## src/design/lrnv_pkg.sv

```systemverilog
`default_nettype none
package lrnv_pkg;

	localparam int unsigned MaxLenDef   = 1024;
	localparam int unsigned FracBitsDef = 8;
	localparam int unsigned JobDepth    = 2;
	localparam int unsigned SampleW     = 16;
	localparam int unsigned PredW       = 32;

	typedef enum logic [1:0] {
		STATUS_OK    = 2'd0,
		STATUS_TRUNC = 2'd1,
		STATUS_SAT   = 2'd2
	} status_t;

	typedef enum logic [2:0] {
		BK_IDLE,
		BK_MUL,
		BK_NUM,
		BK_ABS,
		BK_DIV,
		BK_DONE
	} back_state_t;

	typedef struct packed {
		logic [PredW-1:0] prediction;
		status_t          status;
	} result_t;

endpackage
`default_nettype wire

```

## src/design/linear_regression_next_value_top.sv

```systemverilog
// Least-squares next-value predictor.
// Input queue side: sample (signed 16 bit) and last, taken when push is high
// and full is low. One sample per cycle is accumulated, up to MAX_LEN of them
// (count, sum y, sum x*y). The sample marked last closes the sequence: its
// totals go into a two-entry job queue and the accumulators clear in the
// same cycle, so the next sequence can start on the following cycle.
// Result queue side: prediction (Q.FRAC_BITS, 32 bit) and status are valid
// while empty is low and are taken when pop is high.
// Each job runs through a multiply, a numerator step, an absolute-value step
// and a restoring divider that retires one quotient bit per cycle; the
// divider sets the latency. The quotient is DW bits wide, DW =
// 2*clog2(MAX_LEN+1) + 20 + FRAC_BITS (50 with the defaults). A single-sample
// sequence skips the numerator, absolute-value and divider steps.
// Throughput: one item per cycle while the job queue has room; a new job is
// taken only after the previous result has been loaded into the output.
// If pop stays low, the finished result is held, the sequencer waits in its
// done state, the job queue fills and full then rises and stops all input.
// Reset clears the accumulators, both queues and the sequencer; empty is high.
`default_nettype none
module linear_regression_next_value_top #(
	parameter int unsigned MAX_LEN   = lrnv_pkg::MaxLenDef,
	parameter int unsigned FRAC_BITS = lrnv_pkg::FracBitsDef
) (
	input  logic                                clk,
	input  logic                                arst_n,
	input  logic signed [lrnv_pkg::SampleW-1:0] sample,
	input  logic                                last,
	input  logic                                push,
	output logic                                full,
	output logic signed [lrnv_pkg::PredW-1:0]   prediction,
	output logic [1:0]                          status,
	output logic                                empty,
	input  logic                                pop
);
	import lrnv_pkg::*;

	localparam int unsigned CNT_W = $clog2(MAX_LEN + 1);
	localparam int unsigned SY_W  = SampleW + CNT_W;
	localparam int unsigned SXY_W = SampleW + 2 * CNT_W;
	localparam int unsigned JOB_W = 1 + CNT_W + SY_W + SXY_W;

	logic                    accept;
	logic                    job_push, job_pop, q_empty;
	logic [CNT_W-1:0]        f_n, b_n;
	logic signed [SY_W-1:0]  f_sy, b_sy;
	logic signed [SXY_W-1:0] f_sxy, b_sxy;
	logic                    f_tl, b_tl;
	logic [JOB_W-1:0]        q_din, q_dout;
	result_t                 res;

	assign accept = push && !full;

	lrnv_front #(
		.MAX_LEN(MAX_LEN),
		.CNT_W  (CNT_W),
		.SY_W   (SY_W),
		.SXY_W  (SXY_W)
	) u_front (
		.clk     (clk),
		.arst_n  (arst_n),
		.accept  (accept),
		.sample  (sample),
		.last    (last),
		.job_push(job_push),
		.job_n   (f_n),
		.job_sy  (f_sy),
		.job_sxy (f_sxy),
		.job_tl  (f_tl)
	);

	assign q_din = {f_tl, f_n, f_sy, f_sxy};

	lrnv_queue #(
		.WIDTH(JOB_W),
		.DEPTH(JobDepth)
	) u_queue (
		.clk   (clk),
		.arst_n(arst_n),
		.push  (job_push),
		.din   (q_din),
		.full  (full),
		.empty (q_empty),
		.pop   (job_pop),
		.dout  (q_dout)
	);

	assign {b_tl, b_n, b_sy, b_sxy} = q_dout;

	lrnv_back #(
		.FRAC_BITS(FRAC_BITS),
		.CNT_W    (CNT_W),
		.SY_W     (SY_W),
		.SXY_W    (SXY_W)
	) u_back (
		.clk      (clk),
		.arst_n   (arst_n),
		.job_valid(!q_empty),
		.job_n    (b_n),
		.job_sy   (b_sy),
		.job_sxy  (b_sxy),
		.job_tl   (b_tl),
		.job_pop  (job_pop),
		.pop      (pop),
		.empty    (empty),
		.res      (res)
	);

	assign prediction = res.prediction;
	assign status     = res.status;

endmodule
`default_nettype wire

```

## src/design/lrnv_queue.sv

```systemverilog
`default_nettype none
module lrnv_queue #(
	parameter int unsigned WIDTH = 8,
	parameter int unsigned DEPTH = lrnv_pkg::JobDepth
) (
	input  logic             clk,
	input  logic             arst_n,
	input  logic             push,
	input  logic [WIDTH-1:0] din,
	output logic             full,
	output logic             empty,
	input  logic             pop,
	output logic [WIDTH-1:0] dout
);
	localparam int unsigned PTR_W = (DEPTH > 1) ? $clog2(DEPTH) : 1;
	localparam int unsigned CNT_W = $clog2(DEPTH + 1);

	logic [WIDTH-1:0] mem_q [DEPTH];
	logic [PTR_W-1:0] wr_ptr_q, rd_ptr_q;
	logic [CNT_W-1:0] cnt_q;
	logic             do_wr, do_rd;

	assign full  = (cnt_q == CNT_W'(DEPTH));
	assign empty = (cnt_q == '0);
	assign do_wr = push && !full;
	assign do_rd = pop && !empty;
	assign dout  = mem_q[rd_ptr_q];

	always_ff @(posedge clk or negedge arst_n) begin
		if (!arst_n) begin
			wr_ptr_q <= '0;
			rd_ptr_q <= '0;
			cnt_q    <= '0;
		end else begin
			if (do_wr) begin
				wr_ptr_q <= (wr_ptr_q == PTR_W'(DEPTH - 1)) ? '0 : wr_ptr_q + 1'b1;
			end
			if (do_rd) begin
				rd_ptr_q <= (rd_ptr_q == PTR_W'(DEPTH - 1)) ? '0 : rd_ptr_q + 1'b1;
			end
			if (do_wr && !do_rd) begin
				cnt_q <= cnt_q + 1'b1;
			end else if (do_rd && !do_wr) begin
				cnt_q <= cnt_q - 1'b1;
			end
		end
	end

	always_ff @(posedge clk) begin
		if (do_wr) begin
			mem_q[wr_ptr_q] <= din;
		end
	end

endmodule
`default_nettype wire

```

## src/design/lrnv_front.sv

```systemverilog
`default_nettype none
module lrnv_front #(
	parameter int unsigned MAX_LEN = lrnv_pkg::MaxLenDef,
	parameter int unsigned CNT_W   = 11,
	parameter int unsigned SY_W    = 27,
	parameter int unsigned SXY_W   = 38
) (
	input  logic                                clk,
	input  logic                                arst_n,
	input  logic                                accept,
	input  logic signed [lrnv_pkg::SampleW-1:0] sample,
	input  logic                                last,
	output logic                                job_push,
	output logic [CNT_W-1:0]                    job_n,
	output logic signed [SY_W-1:0]              job_sy,
	output logic signed [SXY_W-1:0]             job_sxy,
	output logic                                job_tl
);
	import lrnv_pkg::*;

	logic [CNT_W-1:0]              cnt_q, cnt_nxt;
	logic signed [SY_W-1:0]        sy_q, sy_nxt;
	logic signed [SXY_W-1:0]       sxy_q, sxy_nxt;
	logic                          tl_q, tl_nxt;
	logic                          take;
	logic signed [CNT_W+SampleW:0] prod;

	assign take    = (cnt_q < CNT_W'(MAX_LEN));
	assign prod    = $signed({1'b0, cnt_q}) * sample;
	assign cnt_nxt = take ? cnt_q + 1'b1 : cnt_q;
	assign sy_nxt  = take ? sy_q + SY_W'(sample) : sy_q;
	assign sxy_nxt = take ? sxy_q + SXY_W'(prod) : sxy_q;
	assign tl_nxt  = tl_q | ~take;

	assign job_push = accept && last;
	assign job_n    = cnt_nxt;
	assign job_sy   = sy_nxt;
	assign job_sxy  = sxy_nxt;
	assign job_tl   = tl_nxt;

	always_ff @(posedge clk or negedge arst_n) begin
		if (!arst_n) begin
			cnt_q <= '0;
			sy_q  <= '0;
			sxy_q <= '0;
			tl_q  <= 1'b0;
		end else if (accept) begin
			if (last) begin
				cnt_q <= '0;
				sy_q  <= '0;
				sxy_q <= '0;
				tl_q  <= 1'b0;
			end else begin
				cnt_q <= cnt_nxt;
				sy_q  <= sy_nxt;
				sxy_q <= sxy_nxt;
				tl_q  <= tl_nxt;
			end
		end
	end

endmodule
`default_nettype wire

```

## src/design/lrnv_back.sv

```systemverilog
`default_nettype none
module lrnv_back #(
	parameter int unsigned FRAC_BITS = lrnv_pkg::FracBitsDef,
	parameter int unsigned CNT_W     = 11,
	parameter int unsigned SY_W      = 27,
	parameter int unsigned SXY_W     = 38
) (
	input  logic                    clk,
	input  logic                    arst_n,
	input  logic                    job_valid,
	input  logic [CNT_W-1:0]        job_n,
	input  logic signed [SY_W-1:0]  job_sy,
	input  logic signed [SXY_W-1:0] job_sxy,
	input  logic                    job_tl,
	output logic                    job_pop,
	input  logic                    pop,
	output logic                    empty,
	output lrnv_pkg::result_t       res
);
	import lrnv_pkg::*;

	localparam int unsigned NUM_W = SXY_W + 4;
	localparam int unsigned DEN_W = 2 * CNT_W;
	localparam int unsigned DW    = NUM_W + FRAC_BITS;
	localparam int unsigned IT_W  = $clog2(DW + 1);
	localparam int unsigned TOT_W = (DW + 1 > 33) ? DW + 1 : 33;

	back_state_t state_q, state_d;
	logic        out_load;
	logic        out_valid_q;
	result_t     out_q;

	logic [CNT_W-1:0]          n_q, nm1;
	logic signed [SY_W-1:0]    sy_q;
	logic signed [SXY_W-1:0]   sxy_q;
	logic                      tl_q;
	logic                      one_q;
	logic signed [CNT_W+SY_W:0] t_q;
	logic signed [NUM_W-1:0]   num_q;
	logic [DEN_W-1:0]          den_q;
	logic                      neg_q;
	logic [NUM_W-1:0]          mag;
	logic [DW-1:0]             div_q;
	logic [DEN_W-1:0]          rem_q;
	logic [IT_W-1:0]           it_q;
	logic [DEN_W:0]            trial;
	logic                      ge;
	logic                      rnd;
	logic [TOT_W-1:0]          total, limit;
	logic                      sat;
	logic [PredW-1:0]          pred;
	status_t                   stat;

	assign nm1   = n_q - 1'b1;
	assign mag   = num_q[NUM_W-1] ? NUM_W'(-num_q) : NUM_W'(num_q);
	assign trial = {rem_q, div_q[DW-1]};
	assign ge    = (trial >= {1'b0, den_q});
	assign rnd   = ({rem_q, 1'b0} >= {1'b0, den_q});
	assign total = TOT_W'(div_q) + TOT_W'(rnd);
	assign limit = TOT_W'(32'h7FFF_FFFF) + TOT_W'(neg_q);

	always_comb begin
		sat  = 1'b0;
		pred = '0;
		if (one_q) begin
			pred = PredW'(sy_q) <<< FRAC_BITS;
		end else if (total > limit) begin
			sat  = 1'b1;
			pred = neg_q ? 32'h8000_0000 : 32'h7FFF_FFFF;
		end else begin
			pred = neg_q ? -total[PredW-1:0] : total[PredW-1:0];
		end
		if (sat) begin
			stat = STATUS_SAT;
		end else if (tl_q) begin
			stat = STATUS_TRUNC;
		end else begin
			stat = STATUS_OK;
		end
	end

	always_comb begin
		state_d  = state_q;
		job_pop  = 1'b0;
		out_load = 1'b0;
		unique case (state_q)
			BK_IDLE: begin
				if (job_valid) begin
					job_pop = 1'b1;
					state_d = BK_MUL;
				end
			end
			BK_MUL: begin
				state_d = one_q ? BK_DONE : BK_NUM;
			end
			BK_NUM: begin
				state_d = BK_ABS;
			end
			BK_ABS: begin
				state_d = BK_DIV;
			end
			BK_DIV: begin
				if (it_q == IT_W'(1)) begin
					state_d = BK_DONE;
				end
			end
			BK_DONE: begin
				if (!out_valid_q || pop) begin
					out_load = 1'b1;
					state_d  = BK_IDLE;
				end
			end
			default: begin
				state_d = BK_IDLE;
			end
		endcase
	end

	always_ff @(posedge clk or negedge arst_n) begin
		if (!arst_n) begin
			state_q     <= BK_IDLE;
			out_valid_q <= 1'b0;
		end else begin
			state_q <= state_d;
			if (out_load) begin
				out_valid_q <= 1'b1;
			end else if (pop) begin
				out_valid_q <= 1'b0;
			end
		end
	end

	always_ff @(posedge clk) begin
		case (state_q)
			BK_IDLE: begin
				n_q   <= job_n;
				sy_q  <= job_sy;
				sxy_q <= job_sxy;
				tl_q  <= job_tl;
				one_q <= (job_n == CNT_W'(1));
			end
			BK_MUL: begin
				t_q <= $signed({1'b0, nm1}) * sy_q;
			end
			BK_NUM: begin
				den_q <= DEN_W'(n_q) * DEN_W'(nm1);
				num_q <= (NUM_W'(sxy_q) <<< 2) + (NUM_W'(sxy_q) <<< 1) - (NUM_W'(t_q) <<< 1);
			end
			BK_ABS: begin
				neg_q <= num_q[NUM_W-1];
				div_q <= DW'(mag) << FRAC_BITS;
				rem_q <= '0;
				it_q  <= IT_W'(DW);
			end
			BK_DIV: begin
				rem_q <= ge ? DEN_W'(trial - {1'b0, den_q}) : trial[DEN_W-1:0];
				div_q <= {div_q[DW-2:0], ge};
				it_q  <= it_q - 1'b1;
			end
			default: begin
			end
		endcase
		if (out_load) begin
			out_q.prediction <= pred;
			out_q.status     <= stat;
		end
	end

	assign empty = !out_valid_q;
	assign res   = out_q;

endmodule
`default_nettype wire

```

## config.mk

```make
export PLATFORM = sky130hd
export DESIGN_NAME = linear_regression_next_value_top
export DESIGN_NICKNAME = d
export VERILOG_FILES = /design/src/design/lrnv_pkg.sv /design/src/design/linear_regression_next_value_top.sv /design/src/design/lrnv_queue.sv /design/src/design/lrnv_front.sv /design/src/design/lrnv_back.sv
export SDC_FILE = /design/constraint.sdc
export NUM_CORES = 2
export LEC_CHECK = 0
export ABC_AREA = 1
export BUFFER_PORTS_ARGS = -buffer_cell sky130_fd_sc_hd__buf_2
export CORE_MARGIN = 4
export CORE_UTILIZATION = 41
export DETAILED_ROUTE_END_ITERATION = 10
export SETUP_SLACK_MARGIN = 0.1
export SYNTH_ARGS = -nofsm -noshare
export SYNTH_HDL_FRONTEND = slang
export SYNTH_SLANG_ARGS = --single-unit
```

## constraint.sdc

```tcl
create_clock -name clk -period 14.07 [get_ports clk]
set_input_delay 0.7035 -clock clk [delete_from_list [all_inputs] [get_ports clk]]
set_output_delay 0.7035 -clock clk [all_outputs]
set_load 0.01 [all_outputs]
```

# After elaboration in Yosys (flattened, before gate mapping)
# Memories as Yosys holds them, arrays and structs flattened.
# Index checks and enable logic that the tools add are counted.
[totals] out_inout_bits=36 n_memories=1 ff_bits=379 mem_bits_rw=154
[op_classes] mul=3 n_bitwise=2 n_reduce_logical=18 magnitude_cmp=4 n_eq_ne=11 n_addsub=16 n_mux=36
[memory_table] memory="u_queue.mem_q" words=2 word_bits=77 read_ports=1 rd_ports_with_merged_regs=0 write_ports=1 line_no="lrnv_queue.sv:18" text="logic [WIDTH-1:0] mem_q [DEPTH];"
[op_table] operator="$mux W32" count=4
[op_table] operator="$pmux W50 S2" count=1
[op_table] operator="$mux W38" count=2
[op_table] operator="$mux W27" count=2
[op_table] operator="$add A50 B1 Y51" count=1
[op_table] operator="$gt A51 B51 Y1" count=1
[op_table] operator="$ge A23 B22 Y1" count=2
[op_table] operator="$pmux W22 S2" count=1
[op_table] operator="$mux W42" count=1
[op_table] operator="$neg A42 Y42" count=1
[op_table] operator="$sub A41 B40 Y42" count=1
[op_table] operator="$add A40 B39 Y41" count=1
[op_table] operator="$mul A12 B27 Y39" count=1
[op_table] operator="$add A38 B28 Y38" count=1
[op_table] operator="$add A31 B1 Y32 const A" count=1
[op_table] operator="$neg A32 Y32" count=1
[op_table] operator="$mul A12 B16 Y28" count=1
[op_table] operator="$add A27 B16 Y27" count=1
[op_table] operator="$mul A11 B11 Y22" count=1
[op_table] operator="$mux W11" count=2
[op_table] operator="$mux W22" count=1
[op_table] operator="$sub A22 B22 Y22" count=1
[op_table] operator="$pmux W3 S6" count=1
[op_table] operator="$mux W1" count=14
[op_table] operator="27 further kinds" count=46

# Longest topological paths before layout
[logic_depth] ltp_word=9 mapped_depth=37 depth_no_buf=35

# Modules after synthesis
# Synthesis repeated with hierarchy kept, for this count alone.
[unflattened] cells_unflattened=6875 hier_area_um2=55703.4
[modules_own_cells] module="lrnv_back" cells_per_inst=4154 area_each_um2=33987.6 seq_area_each_um2=8868.5 instances=1
[modules_own_cells] module="lrnv_front" cells_per_inst=2284 area_each_um2=15870.2 seq_area_each_um2=1926.8 instances=1
[modules_own_cells] module="lrnv_queue" cells_per_inst=434 area_each_um2=5831.8 seq_area_each_um2=4724.5 instances=1
[modules_own_cells] module="linear_regression_next_value_top" cells_per_inst=3 area_each_um2=13.8 seq_area_each_um2=0.0 instances=1

# Least setup slack after synthesis
# No wires, ideal clock.
[synth_path] path_type="reg2reg" from="reg u_back.n_q[0]" to="reg u_back.t_q[34] (data pin)" required_ps=13805 n_path_buf=3 path_slack_ps=7202 stages_incl_launch_ff=30 t_arrival_ps=6603 cell_sequence="edfxtp_1 > inv_1 > clkbuf_1 > ha_1 > nand3_1 > nor2_1 > nand3_1 > ha_1 > clkbuf_1 > inv_1 > clkbuf_1 > nand2_1 > fa_1 > inv_1 > fa_1 > fa_1 > fa_1 > inv_1 > fa_1 > inv_1 > ha_1 > nand2_1 > nor2_1 > nand4_1 > o211ai_1 > a21oi_1 > o21ai_0 > a21oi_1 > o21ai_0 > xor2_1"
[synth_between] elab_chain_cells=2
[synth_lines] item="start, declared" line_no="lrnv_back.sv:33" text="logic [CNT_W-1:0] n_q, nm1;"
[synth_lines] item="start signal, assigned" line_no="lrnv_back.sv:136" text="n_q <= job_n;"
[synth_lines] item="$sub A11 B1 Y11" line_no="lrnv_back.sv:54" text="assign nm1 = n_q - 1'b1;"
[synth_lines] item="$mul A12 B27 Y39" line_no="lrnv_back.sv:143" text="t_q <= $signed({1'b0, nm1}) * sy_q;"
[synth_lines] item="end signal, assigned" line_no="lrnv_back.sv:143"
[synth_lines] item="end, declared" line_no="lrnv_back.sv:38" text="logic signed [CNT_W+SY_W:0] t_q;"
# Every way passes these cells.
# A chain may end at the register's enable or synchronous reset.

# Final worst setup path
# Ends and elaborated chain as after synthesis.

==> flow_metrics.env <==
export IMPL_end_kind="flop"
export IMPL_multi_input_comb_area_sq_um=32960
export IMPL_cp_required_ps=14470
export IMPL_groute_usage_overall_pct=22.51
export IMPL_layout_commonest_cell="nand2_1"
export IMPL_max_freq_mhz=123.1
export IMPL_rrSetupSlack_ps=5940
export IMPL_cts_post_setup_buffers_inserted=0
export IMPL_worstSetupStartpoint="u_back.n_q[0]$_DFFE_PP_"
export IMPL_place_detailed_hpwl_mm=120.4
export IMPL_drive_gt1_share_pct=4.190
export IMPL_synth_top_cell_area_share_pct=24.67
export IMPL_max_cap_viol_count=0
export IMPL_mostFrequentLayoutCells="1671 x nand2_1, 1354 x inv_1, 607 x fa_1"
export IMPL_num_rows=133
export IMPL_total_clock_buffers_created_by_cts=66
export IMPL_grt_pass1_wl_mm=242.8
export IMPL_post_route_period_util_pct=57.75
export IMPL_max_slew_margin_pct=14.64
export IMPL_placer_congestion_estimate=0.9370
export IMPL_layout_area_seq_sq_um=15520
export IMPL_number_of_cells_upsized_or_downsized_after_cts=0
export IMPL_floorplan_initialDensity_pct=41.30
export IMPL_antenna_found_initial=2
export IMPL_clock_skew_final_ps=51.99
export IMPL_die_h_microns=371.9
export IMPL_post_route_drc_count=0
export IMPL_worst_r2r_startpoint="u_back.n_q[0]$_DFFE_PP_"
export IMPL_setup_worst_path_end="u_back.t_q[34]$_DFFE_PN_"
export IMPL_avgRoutedWirePerCell_microns=18.36
export IMPL_dr_total_vias=42230
export IMPL_cts_max_path_buffers=3
export IMPL_final_max_slew_viol_count=0
export IMPL_clock_tree_root_cell="clkbuf_16"
export IMPL_cts_hold_fix_bufs=0
export IMPL_first_global_vias=43320
export IMPL_synth_area_leaders="edfxtp_1 25%, fa_1 22%, nand2_1 12%"
export IMPL_layout_filler_cell_count=13170
export IMPL_worst_slew_pin_slew_ps=1279
export IMPL_floorplan_io_pins=57
export IMPL_synth_top_cell_by_area="edfxtp_1"
export IMPL_timing_critical_path_fanout_max=29
export IMPL_clk_transition_reported_paths_ps=70
export IMPL_finish_net_count=7500
export IMPL_mappedNetlistArea_sq_um=54290
export IMPL_timing_hold_violations_final=0
export IMPL_die_width_microns=371.9
export IMPL_time_the_worst_path_needs_with_i_o_delays_and_setup_ps=8126
export IMPL_route_antenna_remaining_nets=0
export IMPL_crit_arrival_ps=8530
export IMPL_port_buffer_count=56
export IMPL_htree_levels=3
export IMPL_synth_cell_type_count=53
export IMPL_fin_tns_setup_ps=0
export IMPL_first_pass_iters=6
export IMPL_finalSetupViolCount=0
export IMPL_fp_dieArea_sq_um=138300
export IMPL_route_detailed_vias_per_inst=5.076
export IMPL_total_of_flip_flops_plus_latches_after_synthesis=531
export IMPL_areaGrowthSynthToFinish_pct=7.981
export IMPL_synthesis_instances=6538
export IMPL_globalRoute_totalOverflow=0
export IMPL_outcome="complete, no violations"
export IMPL_crit_path_start_kind="flop"
export IMPL_drt_iter0_drc=3031
export IMPL_rr_endpoint="u_back.t_q[34]$_DFFE_PN_"
export IMPL_worstHoldPathType="input port to async pin"
export IMPL_worst_r2r_path_depth=26
export IMPL_avg_inst_size_synth_sq_um=8.304
export IMPL_latest_clock_arrival_within_the_worst_skew_pair_ps=680
export IMPL_setup_worst_path_class="flop to flop"
export IMPL_largest_net_degree_at_the_start_of_global_routing=95
export IMPL_design_core_area_sq_um=131500
export IMPL_synthesis_yosys_warnings=0
export IMPL_drt_total_wl_mm=152.8
export IMPL_grt_setup_unrepaired="no"
export IMPL_seq_area_frac_synth_pct=28.59
export IMPL_clkSinkCount=531
export IMPL_tritoncts="yes"
export IMPL_nets_in_the_synthesized_netlist=7528
[critical path, stage by stage (launching register included)]
cell and delay [ps]:
edfxtp_1 630, inv_1 170, ha_1 180, nand3_1 100, nor2_1 180, nand3_1 100, ha_1 410, inv_1 970
nand2_1 190, fa_1 590, inv_1 50, fa_1 460, fa_1 520, fa_1 540, inv_1 50, fa_1 530
inv_1 40, ha_1 360, nand2_1 120, nor2_1 140, nand4_1 90, o211ai_1 270, a21oi_1 170, o21ai_0 410
a21oi_1 220, o21ai_0 240, xor2_1 90
[cells in the mapped netlist, drive strengths merged]
master,instances
and3,1
clkbuf,167
nor4,19
dfrtp,85
and2,8
o22ai,10
nor4b,2
nand3b,8
o41ai,1
a22o,9
nand2,1679
o21a,17
nor3,51
o21ai,295
a2111oi,1
a311oi,1
a21oi,252
a221oi,4
a21o,22
a22oi,1
o2111ai,1
xnor2,62
o221ai,6
edfxtp,446
nand3,185
ha,362
nor3b,1
o211ai,16
clkinv,7
or2,28
o31ai,13
inv,1364
a211oi,6
xor2,143
o21bai,18
buf,22
fa,607
nand4,63
nor2,502
a31oi,43
a21boi,10
[routing by layer]
layer	global-route usage, %	vias to the layer above	wire (microns)
met5	0	-	0
met4	6.346	0	4362
met3	3.129	232	8307
met2	37.82	1191	73040
met1	30.48	20530	67040
li1	-	20280	-
[final cells by class]
type                            instances  area share (%)
Clock buffer                           86           3.067
Multi-Input combinational cell       4447           56.22
Antenna cell                            1        0.004269
Timing Repair Buffer                   93          0.9562
Tap cell                             1755           3.746
Inverter                             1371           8.781
Clock inverter                         36          0.7513
Sequential cell                       531           26.48
[flip-flops by register name, indices dropped and copies added, names as in the netlist, 2 cells and up]
| name | flops |
|---|---|
| u_back.num_q | 41 |
| u_back.it_q | 6 |
| u_front.sy_q | 27 |
| u_back.state_q | 3 |
| u_back.den_q | 21 |
| u_back.t_q | 39 |
| u_back.rem_q | 22 |
| u_queue.mem_q | 154 |
| u_back.sy_q | 27 |
| u_queue.cnt_q | 2 |
| u_back.n_q | 11 |
| u_front.cnt_q | 11 |
| u_back.res | 34 |
| u_front.sxy_q | 38 |
| u_back.sxy_q | 38 |
| u_back.div_q | 50 |
[worst min path at each step]
stage                              startpoint                        endpoint  slack [ps]  cells after the start
2_1_floorplan                          arst_n  u_back.out_valid_q$_DFFE_PN0P_         410                      0
6_report                               arst_n    u_front.cnt_q[9]$_DFFE_PN0P_          70                      1
3_5_place_dp   u_queue.mem_q[0][51]$_DFFE_PP_       u_back.sy_q[13]$_DFFE_PP_         500                      2
4_1_cts                                arst_n    u_front.cnt_q[9]$_DFFE_PN0P_          40                      1
5_1_grt                                arst_n    u_front.cnt_q[9]$_DFFE_PN0P_          70                      1
3_3_place_gp   u_queue.mem_q[0][56]$_DFFE_PP_       u_back.sy_q[18]$_DFFE_PP_         490                      2
[cells by family after synthesis]
| group | synth area share (%) |
|---|---|
| and+or+nand+nor | 19.06 |
| buffers and inverters | 10.86 |
| adders and majority gates | 30.73 |
| AOI/OAI and AO/OA | 7.463 |
| DFF | 28.59 |
| xor gates and xnor gates | 3.307 |
[per-stage QoR]
step / worst slack, ps / util (%) / instance area [sq um] / hold slack, ps / instances
floorplan: 7202 / - / 54290 / 407.9 / 6538
global route: 5415 / 44.59 / 58620 / 67.98 / 8320
global placement: 6104 / 42.89 / 56380 / 490.0 / 8197
finish: 5944 / 44.59 / 58620 / 68.48 / 8320
detailed placement: 6013 / 42.89 / 56380 / 498.3 / 8197
CTS: 5975 / 44.59 / 58620 / 41.48 / 8319
Power is not shown: default switching activity piles up to over one toggle a cycle in this logic, so the estimate is an artifact.
